--- src/rtl/gpa_pkg.sv ---
package gpa_pkg;

    // Sequencer states
    typedef enum logic [3:0] {
        ST_IDLE,
        ST_R2,
        ST_CHECK,
        ST_GM,
        ST_SQRT,
        ST_DEN,
        ST_NUM,
        ST_DIV,
        ST_ACCUM,
        ST_FINISH
    } gpa_state_t;

    // Shift applied to a partial product before it joins the accumulator
    typedef enum logic [1:0] {
        SH_0,
        SH_32,
        SH_64,
        SH_96
    } gpa_shift_t;

    // Control of the shared multiply-accumulate unit
    typedef struct packed {
        logic       issue;
        logic       clear;
        gpa_shift_t shift;
    } gpa_mac_ctl_t;

    localparam int ACC_W     = 48;
    localparam int CFG_IDX_W = 8;

    localparam logic [CFG_IDX_W-1:0] CFG_GRAV = 8'd0;
    localparam logic [CFG_IDX_W-1:0] CFG_SOFT = 8'd1;

    localparam logic [31:0] GRAV_RESET = 32'd19865942;
    localparam logic [31:0] SOFT_RESET = 32'd0;

    // Largest term magnitude, 2^48
    localparam logic [48:0] TERM_CAP = 49'h1_0000_0000_0000;

    localparam logic signed [49:0] ACC_MAX = 50'sd140737488355327;
    localparam logic signed [49:0] ACC_MIN = -50'sd140737488355328;

endpackage

--- src/rtl/gpa_mac.sv ---
module gpa_mac
    import gpa_pkg::*;
(
    input  logic         clk,
    input  logic         rst_n,
    input  gpa_mac_ctl_t ctl,
    input  logic [31:0]  op_a,
    input  logic [31:0]  op_b,
    output logic [99:0]  acc
);

    logic [63:0] prod_reg;
    gpa_shift_t  sh_reg;
    logic        vld_reg;
    logic [99:0] acc_reg;
    logic [99:0] acc_next;
    logic [99:0] shifted;

    // Product stage
    always_ff @(posedge clk)
    begin
        prod_reg <= op_a * op_b;
        sh_reg   <= ctl.shift;
    end

    always_ff @(posedge clk or negedge rst_n)
    begin
        if (!rst_n)
        begin
            vld_reg <= 1'b0;
            acc_reg <= '0;
        end
        else
        begin
            vld_reg <= ctl.issue;
            acc_reg <= acc_next;
        end
    end

    // Align the partial product
    always_comb
    begin
        case (sh_reg)
            SH_0:    shifted = {36'd0, prod_reg};
            SH_32:   shifted = {4'd0, prod_reg, 32'd0};
            SH_64:   shifted = {prod_reg[35:0], 64'd0};
            SH_96:   shifted = {prod_reg[3:0], 96'd0};
            default: shifted = '0;
        endcase
    end

    // Accumulate stage
    always_comb
    begin
        if (ctl.clear)
            acc_next = '0;
        else if (vld_reg)
            acc_next = acc_reg + shifted;
        else
            acc_next = acc_reg;
    end

    assign acc = acc_reg;

endmodule

--- config.mk ---
export PLATFORM = sky130hd
export DESIGN_NAME = gpa_mac
export DESIGN_NICKNAME = d
export VERILOG_FILES = /design/src/rtl/gpa_pkg.sv /design/src/rtl/gpa_mac.sv
export SDC_FILE = /design/constraint.sdc
export NUM_CORES = 2
export LEC_CHECK = 0
export ABC_AREA = 1
export BUFFER_PORTS_ARGS = -buffer_cell sky130_fd_sc_hd__buf_2
export CORE_MARGIN = 1.5
export CORE_UTILIZATION = 55
export DETAILED_ROUTE_END_ITERATION = 12
export PLACE_DENSITY = 0.72
export SLEW_MARGIN = 20
export SYNTH_ARGS = -nofsm -noshare
export SYNTH_HDL_FRONTEND = slang
export SYNTH_SLANG_ARGS = --single-unit
--- constraint.sdc ---
create_clock -name clk -period 3.15 [get_ports clk]
set_input_delay 0.315 -clock clk [delete_from_list [all_inputs] [get_ports clk]]
set_output_delay 0.315 -clock clk [all_outputs]
set_load 0.03 [all_outputs]
**Yosys cells after proc, flatten, opt, wreduce, memory -nomap -nowiden**

Index checks and enable logic that the tools add are counted.

- Bits in registers: 167
- Input port bits: 70
- Word-level logic and storage cells: 14

- Add/subtract/negate cells: 1
- Reduce and logical (&&, ||, !) cells: 2
- Mux-type cells: 3
- Multiply operators: 1
- Eq/ne operators: 3

Operators with widths:

| cell | number |
|---|---|
| case mux 100 bit (4 select lines) | 1 |
| two-way mux 100 bit | 2 |
| adder 100 bit | 1 |
| multiplier 32 x 32 -> 64 bit | 1 |
| equality test 2 bit (second input constant) | 2 |
| equality test 2 x 1 -> 1 bit (second input constant) | 1 |
| logical NOT 2 bit | 1 |
| nonzero test 2 bit | 1 |

**Longest topological paths before layout**

- Word-level depth: 5
- Mapped depth: 30
- Mapped depth without buffers: 29

**Worst setup path after synthesis**

No wires, ideal clock.

- Path type: input to register
- Start: input op_a[15]
- End: register prod_reg[62]
- Arrival time: 6.068 ns
- Slack: -3.030 ns
- Data required time: 3.038 ns
- Stages: 27
- Cells stage by stage: clkbuf_1 nand2_1 inv_1 fa_1 fa_1 inv_1 fa_1 fa_1 fa_1 inv_1 fa_1 fa_1 inv_1 fa_1 inv_1 ha_1 nand2_1 nor2_1 inv_1 nor2_2 inv_1 nor3_2 nand2_1 o211ai_2 nand3_1 nand3_1 nand2_1

- Longest elaborated chain between the ends: 1

RTL lines:

| element | RTL line | source |
|---|---|---|
| start, declared | gpa_mac.sv:7 | `input logic [31:0] op_a,` |
| multiplier 32 x 32 -> 64 bit | gpa_mac.sv:22 | `prod_reg <= op_a * op_b;` |
| end signal, assigned | gpa_mac.sv:22 |  |
| end, declared | gpa_mac.sv:12 | `logic [63:0] prod_reg;` |

Every way passes these cells.
A chain may end at the register's enable or synchronous reset.

**Worst setup path in the final report**

- Start: input op_b[17]
- End: register prod_reg[59]

- Longest elaborated chain between the ends: 1

RTL lines:

| element | RTL line | source |
|---|---|---|
| start, declared | gpa_mac.sv:8 | `input logic [31:0] op_b,` |
| multiplier 32 x 32 -> 64 bit | gpa_mac.sv:22 |  |

Every way passes these cells.

==> results.sh <==
export IMPL_status="finished, violations left"
export IMPL_violations="negative setup slack"
export IMPL_drtIter0Drc=4348
export IMPL_synth_area_mm2=0.0509
export IMPL_syn_area_per_cell_um2=6.85
export IMPL_max_stage_delay_ps=580
export IMPL_path_cells="buf_6 > buf_4 > nand2_1 > inv_1 > fa_1 > inv_1 > fa_1 > inv_1 > fa_1 > fa_1 > fa_1 > fa_1 > fa_1 > fa_2 > ha_4 > nand2_4 > buf_4 > o21ai_2 > a21oi_1 > buf_4 > o21ai_1 > a21oi_1 > nand3_1 > nand2_1"
export IMPL_cts_htree_levels=4
export IMPL_slew_headroom_pct=40.7
export IMPL_ys_warnings_count=0
export IMPL_synthToLayoutAreaGrowth_pct=23.0
export IMPL_hold_viol=0
export IMPL_grt_start_max_net_pins=95
export IMPL_clk_pin_slew_ps=80
export IMPL_nets=9414
export IMPL_fin_ws_ps=-3000
export IMPL_overflow=0
export IMPL_clk_latency_ps=500
export IMPL_cp_max_fo=11
export IMPL_largest_reg_flops=100
export IMPL_criticalPathCategory="in2reg"
export IMPL_fin_crit_sh_pct=195
export IMPL_die_h_um=307
export IMPL_cap_viol_max_count=0
export IMPL_synth_seq_area_share_pct=7.56
export IMPL_cts_tree="done"
export IMPL_routedWlPerCell_um=19.5
export IMPL_synth_compound_area_share_pct=5.35
export IMPL_min_path_type="in2reg"
export IMPL_muxShareOfSynthArea_pct=0
export IMPL_fin_setup_tns_ps=-152810
export IMPL_drtPass1Iterations=8
export IMPL_via_per_inst=5.26
export IMPL_timing_fmax_ghz=0.163
export IMPL_syn_nets=8759
export IMPL_final_cell_mix="nand2_1, inv_1, fa_1"
export IMPL_cpMostUsedCell="fa_1"
export IMPL_synth_simple_gate_area_share_pct=24.0
export IMPL_cpLargestDelayFamily="adder cells"
export IMPL_fin_worst_skew_ps=21.5
export IMPL_synthXorXnorAreaFrac_pct=1.10
export IMPL_gp_congestion=1.03
export IMPL_ant_nets=0
export IMPL_numCtsBuffers=17
export IMPL_synth_cell_types=47
export IMPL_antenna_found_initial=3
export IMPL_fin_crit_ps=6150
export IMPL_grt_pass1_wl_um=275000
export IMPL_drc=0
export IMPL_setup_violations=59
export IMPL_dieWidth_um=307
export IMPL_synth_top_family_by_area="adder cells"
export IMPL_ys_seq_elements=167
export IMPL_wl_um=181000
export IMPL_start_util_pct=55.5
export IMPL_grt_usage_pct=38.2
export IMPL_vias=48800
export IMPL_final_common_cell="nand2_1"
export IMPL_slew_viol_final=0
export IMPL_rsz0062_at_grt="yes"
export IMPL_drive_gt1_share_pct=19.4
export IMPL_first_global_vias=49700
export IMPL_cts_sinks=167
export IMPL_synth_cells=7430
export IMPL_clock_path_buffers=2
export IMPL_endpoint_kind="flip-flop"
export IMPL_synthAdderAreaFrac_pct=44.2
export IMPL_place_port_buffers=169
export IMPL_arrival_ps=6540
export IMPL_cp_start_kind="input port"
export IMPL_core_mm2=0.0917
export IMPL_root_buffer="clkbuf_16"
export IMPL_crit_required_ps=3540
export IMPL_dieArea_mm2=0.0944
export IMPL_hpwl_um=150000
export IMPL_placementRows=111
export IMPL_slowest_stage="fa_1"
export IMPL_ios=170
export IMPL_worstMarginPinSlew_ps=890
export IMPL_critPathBufInv=7
==> Yosys cell counts (all sizes together) <==
master     n  area share (%)
o211ai     4           0.079
a21boi     9            0.13
nor3      21            0.31
a21o       4           0.059
clkinv     2           0.015
a21oi    215             2.2
buf        5           0.047
nor4       6           0.074
nand3b     5           0.074
ha       362             8.9
dfrtp    101             5.0
a31oi      5           0.061
nand4     28            0.34
clkbuf   222             1.6
and2      10            0.13
nor2     433             3.5
o21ai    126             1.2
fa       897              35
dfxtp     66             2.6
nand2   2347              17
inv     2184              16
or2       10            0.12
o21a       6           0.088
xnor2     18            0.31
xor2      46            0.79
o21bai    27            0.41
o31ai     10            0.15
a32o       4           0.079
nand3    186             2.0
a22o       2           0.034
a211oi     1           0.015
o22ai     68            0.84
==> layout make-up <==
cell class                      instances  area [um^2]
Clock buffer                           18          429
Fill cell                            7603        29100
Multi-Input combinational cell       4850        40600
Inverter                             2186         8220
Sequential cell                       167         3850
Clock inverter                         14          151
Antenna cell                            2         5.00
Timing Repair Buffer                  863         7830
Tap cell                             1186         1480
==> cell families (layout without fill, tap and decap cells) <==
| group | after synthesis | after routing |
|---|---|---|
| simple gates | 3046 | 3046 |
| buf+inv | 2413 | 3081 |
| fa+ha+maj | 1259 | 1259 |
| compound gates | 481 | 481 |
| flops | 167 | 167 |
| xor+xnor | 64 | 64 |
| other cells | 0 | 2 |
==> worst reg2reg max path: stages (launching register included) <==
cell and delay [ps]:
dfxtp_1 380, inv_1 80, nand2_1 110, buf_12 210
o22ai_1 210, ha_1 480, nand2_1 150, nor2_1 280
nand2_1 140, nor2_1 240, inv_1 100, nor2_1 150
nand3_1 210, nand3_1 150, nand2_1 60, nand3_1 120
nand2_1 60
==> per-stage QoR <==
stage	util, %	worst slack, ps	std cells	cell area (um^2)	hold slack, ps
2_1_floorplan	-	-2790	7430	52300	19.4
3_3_place_gp	63.7	-3810	9156	58400	422
3_5_place_dp	63.7	-3830	9156	58400	422
4_1_cts	66.2	-2900	9237	60700	211
5_1_grt	68.3	-3150	9284	62600	252
6_report	68.3	-3000	9286	62600	222
==> per-layer routing <==
metal | GRT usage (%) | vias up | share of wire (%)
li1 | - | 22600 | -
met1 | 48.3 | 23400 | 38
met2 | 64.8 | 2258 | 47
met3 | 4.82 | 532 | 8.0
met4 | 18.4 | 4 | 6.4
met5 | 0 | - | 0.013
==> path summary, 6_finish.rpt <==
kind                           start            to  slack [ps]  cells past startpoint
hold reg to reg              acc[95]       acc[95]         510                      2
setup / recovery            op_b[17]  prod_reg[59]       -3000                     24
hold / removal                ctl[2]        acc[5]         220                      2
setup reg to reg           sh_reg[0]       acc[86]         -60                     16
max in group asynchronous      rst_n       acc[96]        1730                      3
min in group asynchronous      rst_n        acc[6]         450                      2
==> timing repair <==
item | in CTS | in global routing
setup buffers | 38 | 42
cloned | 7 | 8
pin swaps | 78 | 178
resized for setup | 339 | 413
hold endpoints to repair | 54 | 0
endpoints found under the setup margin | 60 | 97
hold buffers | 4 | 0
Power is left out: the tool's default activity adds up to more than one toggle a clock period on the data nets, which glitch-free logic cannot reach.
