--- config.mk ---
export PLATFORM = sky130hd
export DESIGN_NAME = gpa_sqrt
export DESIGN_NICKNAME = d
export VERILOG_FILES = /design/src/rtl/gpa_sqrt.sv
export SDC_FILE = /design/constraint.sdc
export NUM_CORES = 1
export LEC_CHECK = 0
export BUFFER_PORTS_ARGS = -buffer_cell sky130_fd_sc_hd__buf_2
export CORE_MARGIN = 2
export CORE_UTILIZATION = 45
export CTS_BUF_LIST = sky130_fd_sc_hd__clkbuf_4 sky130_fd_sc_hd__clkbuf_8 sky130_fd_sc_hd__clkbuf_16
export CTS_CLUSTER_DIAMETER = 50
export DETAILED_ROUTE_END_ITERATION = 7
export PLACE_DENSITY = 0.6
export SKIP_LAST_GASP = 1
export SLEW_MARGIN = 25
export SYNTH_ARGS = -nofsm -noshare
export SYNTH_HDL_FRONTEND = slang
export SYNTH_SLANG_ARGS = --single-unit
export TNS_END_PERCENT = 20
--- constraint.sdc ---
create_clock -name clk -period 3.8 [get_ports clk]
set_input_delay 0.76 -clock clk [delete_from_list [all_inputs] [get_ports clk]]
set_output_delay 0.76 -clock clk [all_outputs]
set_load 0.02 [all_outputs]
--- src/rtl/gpa_sqrt.sv ---
module gpa_sqrt (
    input  logic        clk,
    input  logic        rst_n,
    input  logic        start,
    input  logic [65:0] radicand,
    output logic        done,
    output logic [33:0] root
);

    logic        busy_reg;
    logic        done_reg;
    logic [5:0]  cnt_reg;
    logic [67:0] rad_reg;
    logic [35:0] rem_reg;
    logic [33:0] root_reg;
    logic [35:0] rem_sh;
    logic [35:0] trial;

    // One root bit a cycle, restoring
    assign rem_sh = {rem_reg[33:0], rad_reg[67:66]};
    assign trial  = {root_reg, 2'b01};

    always_ff @(posedge clk or negedge rst_n)
    begin
        if (!rst_n)
        begin
            busy_reg <= 1'b0;
            done_reg <= 1'b0;
            cnt_reg  <= '0;
        end
        else if (start)
        begin
            busy_reg <= 1'b1;
            done_reg <= 1'b0;
            cnt_reg  <= 6'd34;
        end
        else if (busy_reg)
        begin
            cnt_reg <= cnt_reg - 6'd1;
            if (cnt_reg == 6'd1)
            begin
                busy_reg <= 1'b0;
                done_reg <= 1'b1;
            end
        end
        else
        begin
            done_reg <= 1'b0;
        end
    end

    always_ff @(posedge clk)
    begin
        if (start)
        begin
            rad_reg  <= {2'b00, radicand};
            rem_reg  <= '0;
            root_reg <= '0;
        end
        else if (busy_reg)
        begin
            rad_reg <= {rad_reg[65:0], 2'b00};
            if (rem_sh >= trial)
            begin
                rem_reg  <= rem_sh - trial;
                root_reg <= {root_reg[32:0], 1'b1};
            end
            else
            begin
                rem_reg  <= rem_sh;
                root_reg <= {root_reg[32:0], 1'b0};
            end
        end
    end

    assign done = done_reg;
    assign root = root_reg;

endmodule

# Yosys cells after proc, flatten, opt, wreduce, memory -nomap -nowiden
# Cells that the tools add are included.
[classes] n_addsub=2 order_cmp=1 n_eq_ne=2 muxes=12 reduce_logical=1
[op_table] operator="two-way mux 66 bit" count=2
[op_table] operator=">= comparator 36 bit" count=1
[op_table] operator="two-way mux 34 bit" count=1
[op_table] operator="subtractor 34 bit" count=1
[op_table] operator="two-way mux 6 bit" count=2
[op_table] operator="two-way mux 1 bit" count=7
[op_table] operator="equality test 6 x 1 -> 1 bit (second input constant)" count=1
[op_table] operator="subtractor 6 x 1 -> 6 bit (second input constant)" count=1
[op_table] operator="inequality test 3 x 2 -> 1 bit (second input constant)" count=1
[op_table] operator="nonzero test 2 bit" count=1
[word_totals] ff_bits=144

# Logic depth before layout (Yosys ltp)
# Gate-level depths: netlist of the first run.
[logic_depth] depth_word=4 ltp_mapped=12

# Worst setup path after synthesis of the first run
# No wires, ideal clock.
[synth_path] path_kind="input to register" start="input start" end="register rad_reg[0] (enable)" setup_ps=426 t_arrival_ps=2758 t_required_ps=3374 path_slack_ps=616 stages=4 n_path_buf=2 path_cell_list="clkbuf_1 inv_1 clkbuf_1 nand2_1"
[synth_between] elab_chain_len=1
[synth_rtl] item="from (decl)" line_no="4" source="input logic start,"
[synth_rtl] item="nonzero test 2 bit (no line)"
[synth_rtl] item="to (signal assigned)" line_no="56" source="rad_reg <= {2'b00, radicand};"
[synth_rtl] item="to (signal assigned)" line_no="62" source="rad_reg <= {rad_reg[65:0], 2'b00};"
[synth_rtl] item="to (decl)" line_no="13" source="logic [67:0] rad_reg;"
# Every way passes these cells.
# A chain may end at the register's enable or synchronous reset.

# Worst setup path in the final report of the first run
[layout_path] start="register root_reg[22] (netlist: root[22])" end="register rem_reg[1]"
[layout_between] elab_chain_len=2
[layout_rtl] item="from (decl)" line_no="15" source="logic [33:0] root_reg;"
[layout_rtl] item="from (signal assigned)" line_no="66" source="root_reg <= {root_reg[32:0], 1'b1};"
[layout_rtl] item="from (signal assigned)" line_no="71" source="root_reg <= {root_reg[32:0], 1'b0};"
[layout_rtl] item=">= comparator 36 bit" line_no="63" source="if (rem_sh >= trial)"
[layout_rtl] item="two-way mux 34 bit" line_no="63"
[layout_rtl] item="to (signal assigned)" line_no="65" source="rem_reg <= rem_sh - trial;"
[layout_rtl] item="to (signal assigned)" line_no="70" source="rem_reg <= rem_sh;"
[layout_rtl] item="to (decl)" line_no="14" source="logic [35:0] rem_reg;"
# Every way passes these cells.

==> impl_metrics.toml, run 1 <==
[pwr]
seqPwrFrac_pct = 26.2
p_sw_uw = 3250
leakage_uw = 0.00428
vdd_drop_max_uv = 426
p_sw_share_pct = 41.8
comb_power_share_pct = 50.9
p_per_area_nw_per_um2 = 779
total_power_uw = 7760
p_int_uw = 4520
clkPwrFrac_pct = 22.9

[grt]
grt_overflow = 0
antenna_found_initial = 0
grt_pass1_vias = 6619
grt_pass1_wl_um = 34000
grt_max_degree = 68
gr-usage-all-layers_pct = 21.2

[clocking]
postCtsHoldBufs = 0
cts_tree = "done"
post_cts_buffers = 0
clk-insertion-delay-late_ns = 0.44
h-tree-depth = 4
cts_sinks = 144
path_clk_slew_ns = 0.07
cts-root-buf = "clkbuf_16"
numCtsBuffers = 17
cts_resized = 0
clk_path_buf_depth = 2

[sta]
holdWs_ns = 0.154
period_minus_slack_ns = 3.34
hold_viol_final = 0
slew_headroom_pct = 36.9
rsz0062_at_grt = "false"
fin_crit_sh_pct = 87.8
slew_viol_final = 0
clock_skew_ns = 0.0111
setup_viol = 0
tightest_slew_ns = 0.922
fmax_ghz = 0.300
tns_ns = 0

[yosys]
syn_inst = 848
synth-main-ff-cell = "dfxtp_1"
yosysWarnings = 0
synth_fp_nets = 955
synth_edf_count = 66
seq_area_frac_synth_pct = 41.1
synthArstFlopShare_pct = 5.56
yosys_register_bits = 144
syn-cell-area_um2 = 8710
syn_area_per_cell_um2 = 10.3
synth_cell_type_count = 91

[setup_path]
critical_path_class = "reg -> reg"
path_max_fanout = 15
worstPathRequired_ns = 4.14
critPathArrivalTime_ns = 3.68
end_kind = "register"
cp-start-kind = "register"

[die]
rows = 50
die_h_um = 143
start_util_pct = 46.3
core_area_um2 = 18800
die_w_um = 143
ioPinCount = 104
die_area_um2 = 20500

[cells_and_area]
nNetsFinal = 1040
area_delta_synth_final_pct = 14.5
diodes = 0
largest_reg_flops = 68
layout-drive-gt1-share_pct = 27.9

[route]
ant_nets = 0
avgViaCountPerCell = 5.70
drc = 0
drt_pass1_iterations = 5
drtIter0Drc = 395
num_vias = 6876
wirelength_um = 21200
wl_per_cell_um = 17.5

[flow_run]
drv_cap = 0

[placement]
portBuffers = 103
hpwlAfterDp_um = 14800
place_congestion = 0.843

[outcome]
outcome = "finished clean"

[hold_path]
hp-class = "in -> async"
==> worst paths after layout <==
kind,depth (start not counted),to,slack [ns],start
worst min register to register,2,rad_reg[67]$_SDFFE_PP0P_,0.49,rad_reg[65]$_DFFE_PP_
worst min-delay path,1,cnt_reg[4]$_DFFE_PN0P_,0.15,rst_n
worst max-delay path,9,rem_reg[1]$_SDFFE_PP0P_,0.46,root[22]$_SDFFE_PP0P_
worst max register to register,9,rem_reg[1]$_SDFFE_PP0P_,0.46,root[22]$_SDFFE_PP0P_
min in group clk,2,rad_reg[67]$_SDFFE_PP0P_,0.49,rad_reg[65]$_DFFE_PP_
max in group asynchronous,1,busy_reg$_DFF_PN0_,3.46,rst_n
==> cell usage in the layout, fill, tap and decap left out, types with 10 or more instances in the layout <==
| cell type | netlist | layout |
|---|---|---|
| buf_2 | 3 | 102 |
| nor2_1 | 90 | 90 |
| dfxtp_1 | 70 | 70 |
| edfxtp_1 | 66 | 66 |
| mux2_2 | 64 | 64 |
| inv_1 | 48 | 48 |
| ha_1 | 38 | 38 |
| mux2i_1 | 37 | 37 |
| nand2_1 | 37 | 36 |
| nand3_1 | 28 | 28 |
| a21oi_1 | 28 | 28 |
| o21ai_0 | 25 | 25 |
| and3_1 | 18 | 18 |
| clkbuf_16 | 0 | 17 |
| o21ai_1 | 16 | 16 |
| a311oi_2 | 16 | 16 |
| xnor2_1 | 16 | 16 |
| a31oi_1 | 15 | 15 |
| a211oi_1 | 13 | 13 |
| nand4_1 | 11 | 11 |
| buf_4 | 4 | 11 |
| a21o_1 | 10 | 10 |
==> layer usage <==
| layer | vias to the layer above | GRT usage (%) | part of all wire, % |
|---|---|---|---|
| met5 | - | 0 | 0 |
| met2 | 179 | 34.2 | 47 |
| met4 | 0 | 6.51 | 1.5 |
| met3 | 32 | 5.97 | 5.6 |
| li1 | 3376 | - | - |
| met1 | 3289 | 27.5 | 46 |
==> cells by family after synthesis <==
group,synth area share [%]
AND/OR/NAND/NOR,14.2
AO/OA/AOI/OAI,18.9
flip-flops,41.1
multiplexers,12.5
buffers and inverters,5.76
adder cells (fa/ha/maj),5.46
XOR/XNOR,2.01
==> power groups by stage <==
| stage | Combinational, uW | Sequential, uW | Clock [uW] |
|---|---|---|---|
| finish | 3950 | 2040 | 1780 |
| global route | 4310 | 2060 | 1870 |
| CTS | 3910 | 2030 | 1820 |
| detailed placement | 3890 | 2060 | 0 |
| global placement | 3890 | 2070 | 0 |
| floorplan | 3190 | 2010 | 0 |
==> metrics by stage <==
stage	util [%]	area [um^2]	worst slack [ns]	instances
3_5_place_dp	49.7	9350	0.500	1174
6_report	53.0	9970	0.463	1206
2_1_floorplan	-	8710	0.616	848
4_1_cts	53.0	9970	0.451	1206
5_1_grt	53.0	9970	0.251	1206
3_3_place_gp	49.7	9350	0.541	1174
==> synth_stat cells, drive strengths merged (4+ instances only) <==
library cell | number | share of area [%]
nor4 | 8 | 0.57
or3 | 6 | 0.45
xor2 | 4 | 0.40
nand4 | 14 | 1.3
edfxtp | 66 | 23
a31oi | 15 | 1.1
o31ai | 8 | 0.85
o21ai | 43 | 2.6
nand2 | 38 | 1.7
inv | 48 | 2.1
nor3 | 10 | 0.70
dfxtp | 70 | 16
dfrtp | 8 | 2.3
a211oi | 16 | 1.6
clkbuf | 29 | 1.7
xnor2 | 16 | 1.6
o31a | 5 | 0.50
o211ai | 8 | 0.92
mux2i | 37 | 4.3
nand3 | 29 | 1.7
buf | 19 | 1.9
o311ai | 5 | 0.50
or4 | 5 | 0.47
a21oi | 29 | 1.7
and3 | 19 | 1.4
mux2 | 64 | 8.3
a311o | 6 | 0.69
o21a | 7 | 0.60
a211o | 6 | 0.70
ha | 38 | 5.5
nor2 | 91 | 4.0
a21o | 11 | 0.96
a311oi | 18 | 3.2
==> area by class of cell <==
class | instances | area [um^2]
Timing Repair Buffer | 115 | 633
Multi-Input combinational cell | 607 | 4630
Clock inverter | 15 | 191
Tap cell | 260 | 325
Fill cell | 1741 | 8860
Clock buffer | 17 | 425
Sequential cell | 144 | 3590
Inverter | 48 | 180
==> worst max-delay path: stages (launching register included) <==
cell,delay [ns]
dfxtp_1,0.38
inv_1,0.06
ha_1,0.53
nand4_1,0.20
nor3_1,0.43
nand4_2,0.31
a311o_1,0.59
buf_4,0.29
a2111o_1,0.38
o311ai_1,0.07
Power figures use the tool's default switching activity.
==> inputs of run 2 (changes only) <==
Settings changed: ABC_AREA set to 1.
==> run 2 against run 1 <==
Cell count grew 29%. Total power increased by 3.3%. Sequential cell count did not move. Global-route usage increased by 0.86 points. Worst hold slack better by 0.012 ns. Clock skew up 0.0021 ns. Via count is 10% higher. Maximum frequency up 32%. Count of clock-buffer cells in the layout increased by 1. Combinational power is 9.4% higher. Critical endpoint is now rem_reg[0]$_SDFFE_PP0P_.
==> impl_metrics.toml, run 2 <==
[outcome]
outcome = "finished clean"

[pwr]
p_per_area_nw_per_um2 = 814
leakage_uw = 0.00520
vdd_drop_max_uv = 483
total_power_uw = 8020

[cells_and_area]
diodes = 0
final_cell_mix = "nand2_1, inv_1, buf_2, nand3_1, dfxtp_1"
largest_reg_flops = 68
area_delta_synth_final_pct = 14.8
layout-drive-gt1-share_pct = 13.5
nNetsFinal = 1413
final_common_cell = "nand2_1"

[setup_path]
end_kind = "register"
worstPathRequired_ns = 4.09
path_max_fanout = 29
critPathSlowestCell = "ha_1"
critical_path_class = "reg -> reg"
cp_cell_sequence = "inv_1 -> ha_1 -> nand2_1 -> nor2_1 -> or2_1 -> nand3_2 -> nand3_2 -> nand3_4 -> buf_4 -> nand3_1 -> nand3_1 -> o21ai_0"
slowest_delay_ns = 0.40
critPathArrivalTime_ns = 2.82
crit_family = "simple AND/OR/NAND/NOR gates"
cp_num_buf_inv = 2
cp-start-kind = "register"

[sta]
fin_crit_sh_pct = 66.6
tns_ns = 0
tightest_slew_ns = 0.636
slew_headroom_pct = 57.6
hold_viol_final = 0
rsz0062_at_grt = "false"
slew_viol_final = 0
clock_skew_ns = 0.0132
fmax_ghz = 0.395
period_minus_slack_ns = 2.53
setup_viol = 0

[yosys]
synth_mux_area_share_pct = 0
synth_edf_count = 66
seq_area_frac_synth_pct = 41.8
syn_inst = 1215
yosys.area.top_type = "edfxtp_1"
synth-compound-area-share_pct = 6.23
yosys_register_bits = 144
syn-cell-area_um2 = 8580
syn_area_per_cell_um2 = 7.06
synth_top_area_share_pct = 23.1
yosys.area_share.simple_pct = 34.1
synthArstFlopShare_pct = 5.56
synthTopCellsByCount = "nand2_1, inv_1, nand3_1"
synth_fp_nets = 1322
synth_xor_area_share_pct = 1.94
synth_top_family_by_area = "simple AND/OR/NAND/NOR gates"
synth.most_common_cell = "nand2_1"
synthTopCellsByArea = "edfxtp_1, nand2_1, dfxtp_1"
synthAdderAreaFrac_pct = 5.54
yosysWarnings = 0
synth-main-ff-cell = "dfxtp_1"
synth_cell_type_count = 40

[die]
core_area_um2 = 18700
die_h_um = 142
ioPinCount = 104
rows = 50
start_util_pct = 45.9
die_area_um2 = 20200
die_w_um = 142

[grt]
grt_overflow = 0
grt_pass1_wl_um = 35700
gr-usage-all-layers_pct = 22.0
antenna_found_initial = 1
grt_pass1_vias = 7375
grt_max_degree = 69

[route]
dr_wl_met3_um = 1050
ant_nets = 0
dr.max_layer_used = "met4"
wirelength_um = 21300
wl_per_cell_um = 13.7
drt_pass1_iterations = 6
wl_met1_um = 10100
avgViaCountPerCell = 4.89
num_vias = 7588
drc = 0
drtIter0Drc = 338
route.met2.wl_um = 9670

[clocking]
cts_tree = "done"
numCtsBuffers = 17
post_cts_buffers = 0
clk_path_buf_depth = 2
h-tree-depth = 4
postCtsHoldBufs = 0
cts_resized = 0
cts-root-buf = "clkbuf_16"
cts_sinks = 144
path_clk_slew_ns = 0.07
clk-insertion-delay-late_ns = 0.43

[flow_run]
drv_cap = 0

[placement]
portBuffers = 103
place_congestion = 0.938
hpwlAfterDp_um = 15300

[hold_path]
hp-class = "in -> async"
==> run 2: cell count changes after synthesis, moves of 31 or more <==
cell	change
mux2_2	-64
inv_1	+136
nand2_1	+485
nor2_1	-44
o22ai_1	+31
mux2i_1	-37
nand3_1	+48
==> run 2: cells by family (layout without fill, tap and decap cells) <==
family / after synthesis / after routing
xor gates and xnor gates: 19 / 19
buffers and inverters: 227 / 331
AOI/OAI and AO/OA: 95 / 95
and+or+nand+nor: 692 / 692
DFF: 144 / 144
adders and majority gates: 38 / 38
==> run 2: power breakdown <==
part | switching [uW] | internal [uW] | total, uW
sequential | 134 | 1880 | 2010
combinational | 2810 | 1510 | 4320
clock | 755 | 934 | 1690
total | 3700 | 4320 | 8020
==> run 2: final cells by class <==
| cell class | count | area [um^2] |
|---|---|---|
| well taps | 234 | 293 |
| fillers | 1879 | 8850 |
| clock buffers | 18 | 433 |
| clock inverters | 14 | 146 |
| inverters | 189 | 716 |
| repair buffers | 110 | 581 |
| multi-input cells | 844 | 4100 |
| flip-flops and latches | 144 | 3580 |
==> run 2: routing by layer <==
metal / GRT usage [%] / vias up
met4: 7.84 / 0
met1: 29.1 / 3382
met5: 0 / -
li1: - / 3985
met2: 36.1 / 189
met3: 4.27 / 32
==> run 2: final timing paths <==
| kind | startpoint | end | slack [ns] | depth (start not counted) |
|---|---|---|---|---|
| worst max register to register | root[0]$_SDFFE_PP0P_ | rem_reg[0]$_SDFFE_PP0P_ | 1.27 | 12 |
| worst max-delay path | root[0]$_SDFFE_PP0P_ | rem_reg[0]$_SDFFE_PP0P_ | 1.27 | 12 |
| worst min register to register | rem_reg[32]$_SDFFE_PP0P_ | rem_reg[32]$_SDFFE_PP0P_ | 0.46 | 2 |
| min in group clk | rem_reg[32]$_SDFFE_PP0P_ | rem_reg[32]$_SDFFE_PP0P_ | 0.46 | 2 |
| worst min-delay path | rst_n | cnt_reg[3]$_DFFE_PN0P_ | 0.17 | 1 |
| max in group asynchronous | rst_n | done$_DFFE_PN0P_ | 3.45 | 1 |
==> run 2: per-stage QoR <==
stage                     cell area, um^2  cells  utilization, %  hold WS [ns]  setup WS (ns)
after floorplan                      8580   1215               -         0.422          0.156
after global placement               9270   1521            49.6         0.433           1.29
after detailed placement             9280   1521            49.6         0.440           1.28
after CTS                            9850   1553            52.7         0.165           1.27
after global routing                 9850   1553            52.7         0.161           1.05
final                                9850   1553            52.7         0.166           1.27
==> inputs of run 3 (changes only) <==
Clock period 3.8 ns to 2.47 ns, I/O delays scaled along.
==> run 3 against run 2 <==
Cell count is 0.77% higher. Via count is 0.37% lower. Maximum frequency is 9.5% higher. Clock power is 65% higher. Non-clock buffer count is 12 higher. Die area stayed put. Largest power group unchanged.
==> impl_metrics.toml, run 3 (synthesized netlist as in run 2, its figures left out) <==
[sta]
slew_viol_final = 0
slew_headroom_pct = 56.5
tightest_slew_ns = 0.652
clock_skew_ns = 0.0128
fmax_ghz = 0.433
fin_crit_sh_pct = 93.6
hold_viol_final = 0
rsz0062_at_grt = "true"
setup_viol = 0
holdWs_ns = 0.326
period_minus_slack_ns = 2.31

[cells_and_area]
fin_util_pct = 53.7
stdcell_area_um2 = 10000
area_delta_synth_final_pct = 17.0
final_cell_mix = "nand2_1, inv_1, buf_2, nand3_1, dfxtp_1"
diodes = 0
final_common_cell = "nand2_1"
largest_reg_flops = 68
fillers = 1874
nNetsFinal = 1425
layout-drive-gt1-share_pct = 14.1

[setup_path]
path_max_fanout = 15
reg2reg_from = "root[27]$_SDFFE_PP0P_"
reg2reg_to = "rem_reg[14]$_SDFFE_PP0P_"
r2r_setup_slack_ns = 0.16
critPathSlowestCell = "ha_1"
cp_cell_sequence = "inv_1 -> ha_1 -> nand2_1 -> nand2_1 -> a31oi_1 -> o21ai_0 -> nor2_4 -> buf_4 -> nand3_1 -> nand3_1 -> o21ai_1"
slowest_delay_ns = 0.39
worst_r2r_path_depth = 11
critical_path_class = "reg -> reg"
critPathArrivalTime_ns = 2.62
worstPathRequired_ns = 2.78
end_kind = "register"
cp-start-kind = "register"

[route]
drt_pass1_iterations = 6
drc = 0
avgViaCountPerCell = 4.83
wirelength_um = 21500
drtIter0Drc = 375
ant_nets = 0
wl_per_cell_um = 13.8
num_vias = 7560

[clocking]
cts_sinks = 144
clk-insertion-delay-late_ns = 0.43
path_clk_slew_ns = 0.06
clk_path_buf_depth = 2
cts-root-buf = "clkbuf_16"
numCtsBuffers = 17
cts_tree = "done"
h-tree-depth = 4

[placement]
portBuffers = 103
hpwlAfterDp_um = 16000
placed_cell_area_um2 = 9400
place_congestion = 0.946

[flow_run]
drv_cap = 0

[die]
start_util_pct = 45.9
die_w_um = 142
rows = 50
die_area_um2 = 20200
ioPinCount = 104
core_area_um2 = 18700
die_h_um = 142

[pwr]
p_per_area_nw_per_um2 = 1270
vdd_drop_max_uv = 829
leakage_uw = 0.00531

[grt]
grt_pass1_wl_um = 35500
grt_pass1_vias = 7240
gr-usage-all-layers_pct = 22.1
grt_max_degree = 69
antenna_found_initial = 0
grt_overflow = 0

[outcome]
outcome = "finished clean"

[hold_path]
hp-class = "in -> reg"
hold_path_depth = 3
min_from = "radicand[1]"
min_to = "rad_reg[1]$_SDFFCE_PN0P_"
run 3: cell types whose count changed in the layout (fill, tap and decap cells not counted), sizes merged:
cell and change:
buf +11, inv -1, clkinvlp -3, clkinv +2
bufinv +2, dlygate4sd3 +1
run 3: final cells by class:
| type | count | area [um^2] | share of cell area (%) |
|---|---|---|---|
| multi-input cells | 844 | 4100 | 40.8 |
| flip-flops and latches | 144 | 3580 | 35.7 |
| repair buffers | 122 | 727 | 7.24 |
| inverters | 189 | 712 | 7.09 |
| clock buffers | 18 | 433 | 4.31 |
| well taps | 234 | 293 | 2.92 |
| clock inverters | 14 | 193 | 1.92 |
run 3: worst max path at each step:
stage	start	end	cells past startpoint
2_1_floorplan	start	rad_reg[0]$_SDFFCE_PN0P_	4
3_3_place_gp	root[0]$_SDFFE_PP0P_	rem_reg[16]$_SDFFE_PP0P_	12
3_5_place_dp	root[0]$_SDFFE_PP0P_	rem_reg[15]$_SDFFE_PP0P_	12
4_1_cts	root[0]$_SDFFE_PP0P_	rem_reg[14]$_SDFFE_PP0P_	12
5_1_grt	root[0]$_SDFFE_PP0P_	rem_reg[33]$_SDFFE_PP0P_	14
6_report	root[27]$_SDFFE_PP0P_	rem_reg[14]$_SDFFE_PP0P_	11
run 3: worst max-delay path: cells and delay by family (launching register included):
kind	cells	cell delay (ns)
simple gates	5	0.60
compound gates	3	0.48
buf+inv	2	0.39
fa+ha+maj	1	0.39
flops	1	0.33
run 3: routing by layer:
layer / track usage [%] / up-vias / routed length, um
li1: - / 4004 / -
met1: 28.6 / 3346 / 10000
met2: 37.5 / 181 / 10000
met3: 4.51 / 29 / 1100
met4: 6.47 / 0 / 372
met5: 0 / - / 0
run 3: through the flow:
step	instances	total power [uW]	setup TNS, ns	worst slack [ns]
after floorplan	1215	8310	0	0.169
after global routing	1565	13800	-0.0205	-0.0162
after global placement	1532	9920	0	0.102
after CTS	1565	12800	0	0.0895
final	1565	12700	0	0.159
after detailed placement	1532	9920	0	0.104
run 3: timing repair:
item	CTS	global route
buffers inserted	0	0
endpoints found under the hold margin	8	0
hold buffers	1	0
gates resized for setup	0	1
endpoints found under the setup margin	0	6
run 3: power breakdown:
part | internal (uW) | switching, uW | total [uW]
clock network | 1640 | 1150 | 2790
registers | 2890 | 203 | 3100
logic | 2440 | 4390 | 6830
